File: src/rtl/core/kscp_pkg.sv
// Shared types, constants and character helpers for the keyword substitution cipher.
`default_nettype none

package kscp_pkg;

    localparam int ALPHABET_SIZE = 27;
    localparam int SYM_W         = $clog2(ALPHABET_SIZE);
    localparam int POS_W         = $clog2(ALPHABET_SIZE + 1);

    localparam logic [7:0] CH_SPACE   = 8'h20;  // ' '
    localparam logic [7:0] CH_UP_BASE = 8'h40;  // '@', one below 'A'
    localparam logic [7:0] CH_LO_BASE = 8'h60;  // '`', one below 'a'
    localparam logic [7:0] CH_NONE    = 8'h00;

    typedef enum logic [1:0] {
        OP_CLEAR = 2'd0,
        OP_KEY   = 2'd1,
        OP_ENC   = 2'd2,
        OP_DEC   = 2'd3
    } t_op;

    typedef enum logic [1:0] {
        ST_OK      = 2'd0,
        ST_INVALID = 2'd1,
        ST_DUP     = 2'd2,
        ST_LONG    = 2'd3
    } t_status;

    typedef struct packed {
        logic             ok;
        logic [SYM_W-1:0] sym;
    } t_sym;

    // Table port request: two forward reads, one inverse read, one write per table.
    typedef struct packed {
        logic             clear;
        logic [SYM_W-1:0] fwd_raddr0;
        logic [SYM_W-1:0] fwd_raddr1;
        logic [SYM_W-1:0] inv_raddr;
        logic             fwd_we;
        logic [SYM_W-1:0] fwd_waddr;
        logic [SYM_W-1:0] fwd_wdata;
        logic             inv_we;
        logic [SYM_W-1:0] inv_waddr;
        logic [SYM_W-1:0] inv_wdata;
    } t_tbl_req;

    typedef struct packed {
        logic [SYM_W-1:0] fwd_rd0;
        logic [SYM_W-1:0] fwd_rd1;
        logic [SYM_W-1:0] inv_rd;
    } t_tbl_rsp;

    // Space or a-z; symbol is zero when the character is rejected.
    function automatic t_sym lower_sym(input logic [7:0] c);
        t_sym r;
        r = '0;
        if (c == CH_SPACE) begin
            r.ok = 1'b1;
        end else if (c inside {[8'h61:8'h7A]}) begin
            r.ok  = 1'b1;
            r.sym = SYM_W'(c - CH_LO_BASE);
        end
        return r;
    endfunction

    // Space or A-Z; symbol is zero when the character is rejected.
    function automatic t_sym upper_sym(input logic [7:0] c);
        t_sym r;
        r = '0;
        if (c == CH_SPACE) begin
            r.ok = 1'b1;
        end else if (c inside {[8'h41:8'h5A]}) begin
            r.ok  = 1'b1;
            r.sym = SYM_W'(c - CH_UP_BASE);
        end
        return r;
    endfunction

    // Symbol to character; out-of-range symbols fold to space.
    function automatic logic [7:0] sym_to_char(input logic [SYM_W-1:0] v,
                                               input logic [7:0] base);
        logic [7:0] r;
        if (v == '0 || 32'(v) >= ALPHABET_SIZE) begin
            r = CH_SPACE;
        end else begin
            r = base + 8'(v);
        end
        return r;
    endfunction

endpackage

`default_nettype wire

File: src/rtl/core/kscp_tables.sv
// Forward and inverse permutation memories with per-entry valid bits (identity when unwritten).
`default_nettype none

module kscp_tables (
    input  logic              i_clk,
    input  logic              i_rst_n,
    input  kscp_pkg::t_tbl_req i_req,
    output kscp_pkg::t_tbl_rsp o_rsp
);

    localparam int N = kscp_pkg::ALPHABET_SIZE;
    localparam int W = kscp_pkg::SYM_W;

    logic [W-1:0] r_fwd_mem [N];
    logic [W-1:0] r_inv_mem [N];
    logic [N-1:0] r_fwd_vld;
    logic [N-1:0] r_inv_vld;

    logic [W-1:0] r_fwd_d0, r_fwd_d1, r_inv_d;
    logic [W-1:0] r_fwd_a0, r_fwd_a1, r_inv_a;
    logic         r_fwd_v0, r_fwd_v1, r_inv_v;

    always_ff @(posedge i_clk) begin
        if (i_req.fwd_we) begin
            r_fwd_mem[i_req.fwd_waddr] <= i_req.fwd_wdata;
        end
        if (i_req.inv_we) begin
            r_inv_mem[i_req.inv_waddr] <= i_req.inv_wdata;
        end
    end

    always_ff @(posedge i_clk) begin
        r_fwd_d0 <= r_fwd_mem[i_req.fwd_raddr0];
        r_fwd_d1 <= r_fwd_mem[i_req.fwd_raddr1];
        r_inv_d  <= r_inv_mem[i_req.inv_raddr];
        r_fwd_v0 <= r_fwd_vld[i_req.fwd_raddr0];
        r_fwd_v1 <= r_fwd_vld[i_req.fwd_raddr1];
        r_inv_v  <= r_inv_vld[i_req.inv_raddr];
        r_fwd_a0 <= i_req.fwd_raddr0;
        r_fwd_a1 <= i_req.fwd_raddr1;
        r_inv_a  <= i_req.inv_raddr;
    end

    // Drop all valid bits on reset or clear: every entry then reads as its own index.
    always_ff @(posedge i_clk) begin
        if (!i_rst_n || i_req.clear) begin
            r_fwd_vld <= '0;
            r_inv_vld <= '0;
        end else begin
            if (i_req.fwd_we) begin
                r_fwd_vld[i_req.fwd_waddr] <= 1'b1;
            end
            if (i_req.inv_we) begin
                r_inv_vld[i_req.inv_waddr] <= 1'b1;
            end
        end
    end

    assign o_rsp.fwd_rd0 = r_fwd_v0 ? r_fwd_d0 : r_fwd_a0;
    assign o_rsp.fwd_rd1 = r_fwd_v1 ? r_fwd_d1 : r_fwd_a1;
    assign o_rsp.inv_rd  = r_inv_v  ? r_inv_d  : r_inv_a;

endmodule

`default_nettype wire

File: src/rtl/core/keyword_substitution_cipher_top.sv
// Top level of the keyword substitution cipher: request sequencer, key state and result register.
//
//  Channel | Direction | Handshake                  | Payload
//  --------+-----------+----------------------------+-------------------------------
//  request | in        | i_in_valid / o_in_ready    | i_operation[1:0], i_char_code[7:0]
//  result  | out       | o_out_valid / i_out_ready  | o_char_out[7:0], o_status[1:0]
//
//  Steps: a request passes through accept + table read, lookup and result load; a
//  key character that passes its checks adds a swap step, since each table has one write
//  port and the swap writes two entries of each table.
//  Reset: valid bits in the tables make every unwritten entry read as identity, so no
//  clearing pass is needed; the clear operation drops the valid bits as it is accepted.
//  Stalls: a finished result waits in the output register while the next request is
//  accepted; the sequencer holds in its load step only if that register is still full.
`default_nettype none

module keyword_substitution_cipher_top (
    input  logic       i_clk,
    input  logic       i_rst_n,
    input  logic       i_in_valid,
    output logic       o_in_ready,
    input  logic [1:0] i_operation,
    input  logic [7:0] i_char_code,
    output logic       o_out_valid,
    input  logic       i_out_ready,
    output logic [7:0] o_char_out,
    output logic [1:0] o_status
);

    localparam int W  = kscp_pkg::SYM_W;
    localparam int PW = kscp_pkg::POS_W;
    localparam int N  = kscp_pkg::ALPHABET_SIZE;

    typedef enum logic [3:0] {
        S_IDLE = 4'b0001,
        S_LOOK = 4'b0010,
        S_SWAP = 4'b0100,
        S_OUT  = 4'b1000
    } t_state;

    t_state             r_state, n_state;
    kscp_pkg::t_op      r_op;
    kscp_pkg::t_status  r_status, n_status;
    logic [W-1:0]       r_sym;
    logic [W-1:0]       r_a;
    logic [PW-1:0]      r_key_pos;
    logic [N-1:0]       r_seen;
    logic [7:0]         r_res_char;
    logic               r_out_valid;
    logic [7:0]         r_out_char;
    kscp_pkg::t_status  r_out_status;

    kscp_pkg::t_tbl_req tbl_req;
    kscp_pkg::t_tbl_rsp tbl_rsp;
    kscp_pkg::t_op      in_op;
    kscp_pkg::t_sym     lo, up;
    logic               in_acc;
    logic               key_go;
    logic               out_load;
    logic [W-1:0]       pos_sym;
    logic [7:0]         look_char;

    assign in_op      = kscp_pkg::t_op'(i_operation);
    assign lo         = kscp_pkg::lower_sym(i_char_code);
    assign up         = kscp_pkg::upper_sym(i_char_code);
    assign o_in_ready = (r_state == S_IDLE);
    assign in_acc     = i_in_valid && o_in_ready;
    assign key_go     = (r_op == kscp_pkg::OP_KEY) && (r_status == kscp_pkg::ST_OK);
    assign out_load   = (r_state == S_OUT) && (!r_out_valid || i_out_ready);
    // Position is only used as an address while it is below the alphabet size.
    assign pos_sym    = (r_key_pos < PW'(N)) ? r_key_pos[W-1:0] : '0;

    kscp_tables u_tables (
        .i_clk   (i_clk),
        .i_rst_n (i_rst_n),
        .i_req   (tbl_req),
        .o_rsp   (tbl_rsp)
    );

    // Check order on a key character: invalid, then too long, then duplicate.
    always_comb begin
        n_status = kscp_pkg::ST_OK;
        case (in_op)
            kscp_pkg::OP_CLEAR: n_status = kscp_pkg::ST_OK;
            kscp_pkg::OP_KEY: begin
                if (!lo.ok) begin
                    n_status = kscp_pkg::ST_INVALID;
                end else if (r_key_pos >= PW'(N)) begin
                    n_status = kscp_pkg::ST_LONG;
                end else if (r_seen[lo.sym]) begin
                    n_status = kscp_pkg::ST_DUP;
                end
            end
            kscp_pkg::OP_ENC: n_status = lo.ok ? kscp_pkg::ST_OK : kscp_pkg::ST_INVALID;
            kscp_pkg::OP_DEC: n_status = up.ok ? kscp_pkg::ST_OK : kscp_pkg::ST_INVALID;
            default:          n_status = kscp_pkg::ST_INVALID;
        endcase
    end

    // Lookup result, valid in the cycle after the read was issued.
    always_comb begin
        look_char = kscp_pkg::CH_NONE;
        if (r_status == kscp_pkg::ST_OK) begin
            case (r_op)
                kscp_pkg::OP_ENC:
                    look_char = kscp_pkg::sym_to_char(tbl_rsp.fwd_rd0, kscp_pkg::CH_UP_BASE);
                kscp_pkg::OP_DEC:
                    look_char = kscp_pkg::sym_to_char(tbl_rsp.inv_rd, kscp_pkg::CH_LO_BASE);
                default:
                    look_char = kscp_pkg::CH_NONE;
            endcase
        end
    end

    // Sequencer and table port control. Reads are issued from the request lines and the
    // key position every cycle; only those captured at the accept edge are used in the lookup step.
    // The swap: with a = fwd[s] and b = fwd[p], write fwd[s]=b, inv[b]=s, then
    // fwd[p]=a, inv[a]=p, which keeps the inverse exact without reading it.
    always_comb begin
        n_state            = r_state;
        tbl_req            = '0;
        tbl_req.clear      = in_acc && (in_op == kscp_pkg::OP_CLEAR);
        tbl_req.fwd_raddr0 = lo.sym;
        tbl_req.fwd_raddr1 = pos_sym;
        tbl_req.inv_raddr  = up.sym;
        case (r_state)
            S_IDLE: begin
                if (in_acc) begin
                    n_state = S_LOOK;
                end
            end
            S_LOOK: begin
                if (key_go) begin
                    tbl_req.fwd_we    = 1'b1;
                    tbl_req.fwd_waddr = r_sym;
                    tbl_req.fwd_wdata = tbl_rsp.fwd_rd1;
                    tbl_req.inv_we    = 1'b1;
                    tbl_req.inv_waddr = tbl_rsp.fwd_rd1;
                    tbl_req.inv_wdata = r_sym;
                    n_state           = S_SWAP;
                end else begin
                    n_state = S_OUT;
                end
            end
            S_SWAP: begin
                tbl_req.fwd_we    = 1'b1;
                tbl_req.fwd_waddr = pos_sym;
                tbl_req.fwd_wdata = r_a;
                tbl_req.inv_we    = 1'b1;
                tbl_req.inv_waddr = r_a;
                tbl_req.inv_wdata = pos_sym;
                n_state           = S_OUT;
            end
            S_OUT: begin
                if (out_load) begin
                    n_state = S_IDLE;
                end
            end
            default: n_state = S_IDLE;
        endcase
    end

    always_ff @(posedge i_clk) begin
        if (!i_rst_n) begin
            r_state <= S_IDLE;
        end else begin
            r_state <= n_state;
        end
    end

    // Key state: clear on the clear request, advance with the second swap write.
    always_ff @(posedge i_clk) begin
        if (!i_rst_n || tbl_req.clear) begin
            r_key_pos <= '0;
            r_seen    <= '0;
        end else if (r_state == S_SWAP) begin
            r_key_pos      <= r_key_pos + PW'(1);
            r_seen[r_sym]  <= 1'b1;
        end
    end

    // Request payload and intermediate values.
    always_ff @(posedge i_clk) begin
        if (in_acc) begin
            r_op     <= in_op;
            r_status <= n_status;
            r_sym    <= (in_op == kscp_pkg::OP_DEC) ? up.sym : lo.sym;
        end
        if (r_state == S_LOOK) begin
            r_a        <= tbl_rsp.fwd_rd0;
            r_res_char <= look_char;
        end
    end

    // Output register: load on the last step, drop once taken.
    always_ff @(posedge i_clk) begin
        if (!i_rst_n) begin
            r_out_valid <= 1'b0;
        end else if (out_load) begin
            r_out_valid <= 1'b1;
        end else if (i_out_ready) begin
            r_out_valid <= 1'b0;
        end
    end

    always_ff @(posedge i_clk) begin
        if (out_load) begin
            r_out_char   <= r_res_char;
            r_out_status <= r_status;
        end
    end

    assign o_out_valid = r_out_valid;
    assign o_char_out  = r_out_char;
    assign o_status    = r_out_status;

    // Every key character that passes its checks claims exactly one new letter and one position.
    a_seen_matches_pos: assert property (@(posedge i_clk) disable iff (!i_rst_n)
        $countones(r_seen) == 32'(r_key_pos))
        else $error("seen map population differs from key position");

    a_pos_bound: assert property (@(posedge i_clk) disable iff (!i_rst_n)
        r_key_pos <= PW'(N))
        else $error("key position beyond alphabet size");

    a_accept_to_look: assert property (@(posedge i_clk) disable iff (!i_rst_n)
        in_acc |=> (r_state == S_LOOK))
        else $error("accepted request did not reach lookup");

    a_write_only_in_swap: assert property (@(posedge i_clk) disable iff (!i_rst_n)
        (tbl_req.fwd_we || tbl_req.inv_we) |-> (r_state == S_LOOK || r_state == S_SWAP))
        else $error("table written outside the swap steps");

    a_result_from_out: assert property (@(posedge i_clk) disable iff (!i_rst_n)
        $rose(o_out_valid) |-> $past(r_state == S_OUT))
        else $error("result appeared without a load step");

endmodule

`default_nettype wire

File: config.mk
export PLATFORM = sky130hd
export DESIGN_NAME = keyword_substitution_cipher_top
export DESIGN_NICKNAME = d
export VERILOG_FILES = /design/src/rtl/core/kscp_pkg.sv /design/src/rtl/core/kscp_tables.sv /design/src/rtl/core/keyword_substitution_cipher_top.sv
export SDC_FILE = /design/constraint.sdc
export NUM_CORES = 1
export LEC_CHECK = 0
export ABC_CLOCK_PERIOD_IN_PS = 6390
export BUFFER_PORTS_ARGS = -buffer_cell sky130_fd_sc_hd__buf_4
export CAP_MARGIN = 15
export CORE_UTILIZATION = 40
export CTS_CLUSTER_SIZE = 30
export DETAILED_ROUTE_END_ITERATION = 8
export MAX_ROUTING_LAYER = met4
export SLEW_MARGIN = 5
export SYNTH_ARGS = -nofsm -noshare
export SYNTH_HDL_FRONTEND = slang
export SYNTH_SLANG_ARGS = --single-unit
File: constraint.sdc
create_clock -name i_clk -period 6.39 [get_ports i_clk]
set_input_delay 0 -clock i_clk [delete_from_list [all_inputs] [get_ports i_clk]]
set_output_delay 0 -clock i_clk [all_outputs]
set_load 0.01 [all_outputs]
; ---- Word-level counts from Yosys, hierarchy flattened
; Memories as Yosys holds them, arrays and structs flattened. A register that Yosys moved wholly into a read port is not among the register bits.
; Cells that the tools add are included.
[totals]
regBits = 141
latch_bits = 0
ramBits = 270
romBits = 0
in_bits = 14
output_inout_bits = 12
memories = 2
[classes]
add_sub_neg = 5
n_mul = 0
div = 0
n_lt_le_gt_ge = 17
eq_ne = 13
shifts = 0
mux = 46
bitwise = 3
reduce_logical = 21
[mem_list]
columns = name, words, width, rd, rd_ports_with_merged_regs, write_ports, line
row1 = u_tables.r_fwd_mem, 27, 5, 2, 2, 1, kscp_tables.sv:14  ; logic [W-1:0] r_fwd_mem [N];
row2 = u_tables.r_inv_mem, 27, 5, 1, 1, 1, kscp_tables.sv:15  ; logic [W-1:0] r_inv_mem [N];
[ops]
columns = cell, count
row1 = bitwise OR 27 bit, 3
row2 = one-hot mux 22 bit (2 select lines), 1
row3 = "< comparator 5 x 6 -> 1 bit, second input constant", 6
row4 = 2-to-1 mux 5 bit, 7
row5 = 2-to-1 mux 22 bit, 1
row6 = binary-select mux 1 bit (select 5 bit), 4
row7 = 2-to-1 mux 1 bit, 17
row8 = "adder 7 x 5 -> 8 bit, first input constant", 2
row9 = ">= comparator 8 x 7 -> 1 bit, second input constant", 2
row10 = "<= comparator 8 x 7 -> 1 bit, second input constant", 2
row11 = 2-to-1 mux 8 bit, 2
row12 = one-hot mux 4 bit (4 select lines), 1
row13 = one-hot mux 8 bit (2 select lines), 1
row14 = demux 1 bit (select 5 bit), 3
row15 = ">= comparator 5 x 1 -> 1 bit, second input constant", 3
row16 = ">= comparator 5 bit, second input constant", 3
row17 = 2-to-1 mux 4 bit, 3
row18 = 2-to-1 mux 6 bit, 2
row19 = zero test 5 bit, 2
row20 = "subtractor 5 x 1 -> 5 bit, second input constant", 2
row21 = logical AND 1 bit, 9
row22 = "equality test 2 bit, second input constant", 4
row23 = "equality test 8 x 6 -> 1 bit, second input constant", 1
row24 = one-hot mux 2 bit (4 select lines), 1
row25 = 15 further kinds, 23

; ---- Longest topological paths before layout
[depth]
depth_word = 10
depth_mapped = 10

; ---- Modules after synthesis
; A second synthesis with hierarchy kept.
[unflattened]
cells_unflattened = 1251
hier_area_um2 = 18117.4
[modules_own_cells]
columns = module, instances, cells_per_inst, area_each_um2, seq_area_each_um2
row1 = kscp_tables, 1, 925, 14986.9, 9849.4
row2 = keyword_substitution_cipher_top, 1, 326, 3130.5, 1641.6

; ---- Least setup slack after synthesis
; Ideal clock, no wire load.
[synth_timing]
path_kind = register to register
startpoint = register r_state[3]
endpoint = memory u_tables.r_inv_mem[6][0] in the netlist's numbering (enable)
setup_time_ns = 0.347
t_arrival_ns = 2.467
setup_slack_ns = 3.576
stages_incl_launch_ff = 6
period_less_slack_ns = 2.814
cell_sequence = dfxtp_1 > nor4b_4 > a32o_1 > nor2b_1 > nand2_1 > nor2_1
[synth_via]
elab_chain_len = 4
elab_cells_between_ends = 5
cone_classes = eq/ne (2) / mux (3)
[synth_lines]
columns = item, line
row1 = start: declaration, keyword_substitution_cipher_top.sv:41  ; t_state r_state, n_state;
row2 = start signal: assignment, keyword_substitution_cipher_top.sv:167  ; r_state <= n_state;
row3 = equality test 4 x 3 -> 1 bit / equality test 4 x 2 -> 1 bit (equally long branches), keyword_substitution_cipher_top.sv:126  ; case (r_state)
row4 = one-hot mux 22 bit (2 select lines) (*), keyword_substitution_cipher_top.sv:126
row5 = 2-to-1 mux 1 bit, kscp_tables.sv:27  ; if (i_req.inv_we) begin
row6 = 2-to-1 mux 1 bit (implied by the code), kscp_tables.sv:28  ; r_inv_mem[i_req.inv_waddr] <= i_req.inv_wdata;
row7 = end: declaration, kscp_tables.sv:15
; Every way passes the cells marked *; elsewhere a longest branch is shown, timed or not.

; ---- Worst setup path in the final report
[layout_timing]
startpoint = register r_key_pos[0]
endpoint = memory u_tables.r_fwd_mem[0][3] in the netlist's numbering (enable)
[layout_via]
elab_chain_len = 3
[layout_lines]
columns = item, line
row1 = start: declaration, keyword_substitution_cipher_top.sv:46  ; logic [PW-1:0] r_key_pos;
row2 = start signal: assignment, keyword_substitution_cipher_top.sv:177  ; r_key_pos <= r_key_pos + PW'(1);
row3 = < comparator 5 bit, keyword_substitution_cipher_top.sv:71  ; assign pos_sym = (r_key_pos < PW'(N)) ? r_key_pos[W-1:0] : '0;
row4 = 2-to-1 mux 5 bit (*), keyword_substitution_cipher_top.sv:71
row5 = one-hot mux 22 bit (2 select lines) (*), keyword_substitution_cipher_top.sv:126
row6 = end: declaration, kscp_tables.sv:14
; Marked as above.

==> qor.csv <==
stage,metric,value,unit
synthesis,number of enable flip-flop cells after synthesis,300,
clocking,clk sink count,424,
synthesis,most frequent cell after synthesis,edfxtp_1,
synthesis,Post-Syn Instances,1517,
run_status,outcome,"complete, no violations",
sta,Max Slew Vio Count,0,
sta,RSZ-0062 raised after global routing,false,
route,total number of vias,13350,
synthesis,synthesized flop and latch total,424,
place,dpl ws,2629,ps
route,Post-DRT Antenna Nets,0,
cells_and_area,sequential cell area,0.01149,mm²
job,MaxCap Viol Count,0,
clocking,clock buffer depth,3,
sta,max frequency,256.6,MHz
synthesis,ys flop type,edfxtp_1,
clocking,# Post-CTS Setup Buffers,0,
cells_and_area,Multi-input gate area,0.006345,mm²
grt,Total GRT Usage,25.01,%
cells_and_area,layout cells sized above 1,11.85,%
sta,final setup fails,0,
synthesis,syn nets,1532,
cells_and_area,Area Overhead vs Synth,12.90,%
pwr,pwr dens,284.2,mW/mm²
sta,Worst Skew,20.03,ps
route,DRT iter0 DRCs,1598,
route,Via-to-Cell Ratio,6.173,
pwr,Leak,6.826,nW
synthesis,register area share after synthesis,62.78,%
place,IO Port Bufs,24,
floorplanning,Initial Util,40.42,%
synthesis,"top cells by area, synth","edfxtp_1 (49%), dfxtp_1 (14%), nand2_1 (3.0%)",
cells_and_area,Filler cells,4080,
synthesis,Mapped Area,0.01830,mm²
route,Remaining DRCs,0,
synthesis,synth cell count leaders,"edfxtp_1 (300), nand2_1 (144), nor2_1 (143)",
clocking,total CTS buffers,45,
cells_and_area,Final nets,1541,
sta,Least-Margin Pin Slew,1301,ps
clocking,CTS tree,built,
grt,initial antenna violation count,2,
synthesis,syn avg cell area,12.07,µm²
critical_path,nature of the critical path startpoint,register,
grt,largest net degree at the start of global routing,66,
place,GP Congestion,0.9517,
critical_path,worst path required time,6600,ps
place,DP HPWL,38210,µm
clocking,"Reg clk slew, reported paths",60,ps
hold_path,Hold Path Class,in2reg,
critical_path,Crit path arrival time,4110,ps
route,drt pass-1 iters,5,
route,post-DR wirelength/cell,26.18,µm
floorplanning,Die X,215.9,µm
sta,setup ws final,2493,ps
clocking,H-tree level count,2,
grt,first-pass GRT wire length,84050,µm
floorplanning,die area,0.04662,mm²
sta,fin crit period,3897,ps
cells_and_area,final instance area,0.02066,mm²
sta,Final Hold Violating Endpoints,0,
critical_path,Critical Path End Type,register,
synthesis,async set-reset flop share out of synthesis,0,%
critical_path,worst setup path category,reg2reg,
sta,Slew headroom,12.72,%
sta,Tcrit/Tclk final,60.99,%
floorplanning,Die Y,215.9,µm
sta,final setup TNS,0,ps
synthesis,Synth top area share,49.22,%
grt,grt ovf,0,
place,Area after DPL,0.01903,mm²
clocking,worst skew pair latency,590,ps
clocking,clock root buffer,clkbuf_16,
synthesis,Synth cell types,81,
floorplanning,CORE AREA,0.04528,mm²
pwr,worst vdd ir,0.2047,mV
synthesis,Synthesis Warnings,0,
synthesis,"area leader, netlist",edfxtp_1,
grt,vias in the first global route,12920,
critical_path,crit-path max FO,42,
floorplanning,total I/O pin count,26,
route,total routed wirelength,56630,µm
floorplanning,row cnt,78,
-- worst paths after layout --
| check | from | end | slack (ps) | cells past startpoint |
|---|---|---|---|---|
| setup reg to reg | r_key_pos[0]$_SDFFE_PP0N_ | u_tables.r_fwd_mem[0][3]$_DFFE_PP_ | 2490 | 8 |
| setup / recovery | r_key_pos[0]$_SDFFE_PP0N_ | u_tables.r_fwd_mem[0][3]$_DFFE_PP_ | 2490 | 8 |
| hold / removal | i_char_code[7] | u_tables.r_inv_v$_DFF_P_ | 90 | 5 |
| hold reg to reg | r_res_char[1]$_SDFFCE_PP0P_ | o_char_out[1]$_DFFE_PP_ | 420 | 0 |
-- report_power, final --
part | leakage [nW] | internal, W | switching [W]
registers | 3.60 | 0.00292 | 0.0000149
clock network | 0.759 | 0.00163 | 0.00109
logic | 2.47 | 0.0000681 | 0.000149
total | 6.83 | 0.00462 | 0.00125
-- layer usage --
metal	GRT usage [%]	part of all wire, %
met4	8.239	3.1
met1	33.03	42
met5	-	0
met3	4.496	8.1
met2	38.98	46
-- sequential cells by signal (all words and copies together), names as in the netlist, 7 cells and up --
register / flops
r_seen: 27
u_tables.r_inv_mem: 135
u_tables.r_inv_vld: 27
r_res_char: 7
u_tables.r_fwd_vld: 27
o_char_out: 7
u_tables.r_fwd_mem: 135
-- layout make-up --
type,instances,share of cell area (%)
Sequential cell,424,55.61
Multi-Input combinational cell,968,30.70
Clock buffer,56,6.006
Tap cell,600,3.633
Timing Repair Buffer,48,1.853
Clock inverter,26,1.465
Inverter,39,0.7084
Antenna cell,2,0.02422
-- what timing repair did --
action | in CTS | in global routing
resized for setup | 0 | 0
hold endpoints to repair | 11 | 0
hold buffers | 9 | 0
setup endpoints to repair | 0 | 0
-- critical path: stages (launching register included) --
cell      delay, ps
dfxtp_1         310
buf_4           440
o211a_1         400
nand2b_1        140
buf_4           400
inv_2           350
o21ai_0         240
o211ai_1        540
nor2_1          670
-- metrics by stage --
stage / total power, W / utilization [%] / hold WS, ps / cells
3_3_place_gp: 0.003204 / 42.01 / 249.6 / 2070
4_1_cts: 0.005903 / 45.62 / 54.25 / 2161
3_5_place_dp: 0.003205 / 42.01 / 255.3 / 2070
5_1_grt: 0.006022 / 45.63 / 91.55 / 2163
2_1_floorplan: 0.003126 / - / 98.87 / 1517
6_report: 0.005872 / 45.63 / 88.38 / 2163
-- logic make-up (layout without fill, tap and decap cells) --
logic type | Yosys count | in the layout | synth area share [%]
AOI/OAI and AO/OA | 432 | 432 | 16.66
xor gates and xnor gates | 4 | 4 | 0.1914
adders and majority gates | 1 | 1 | 0.06835
buffers and inverters | 125 | 169 | 2.762
DFF | 424 | 424 | 62.78
muxes | 86 | 86 | 6.207
other | 1 | 3 | 0.02049
and+or+nand+nor | 444 | 444 | 11.31
-- placed cells by master (no fill, tap or decap), drive strengths merged, types with 7 or more instances in the layout --
cell type,n
nor3,26
clkbuf,56
a22oi,11
clkinv,19
a221oi,12
nor2,144
o21a,57
inv,39
mux2,20
edfxtp,300
nand2,144
o311ai,7
a32oi,13
dfxtp,124
dlygate4sd3,9
a31oi,16
o31ai,10
or2,8
o211ai,7
o22ai,27
a211oi,31
o221ai,43
nor2b,33
a21oi,81
mux4,20
nand3,40
o21ai,59
mux2i,46
buf,39
Power figures use the tool's default switching activity.
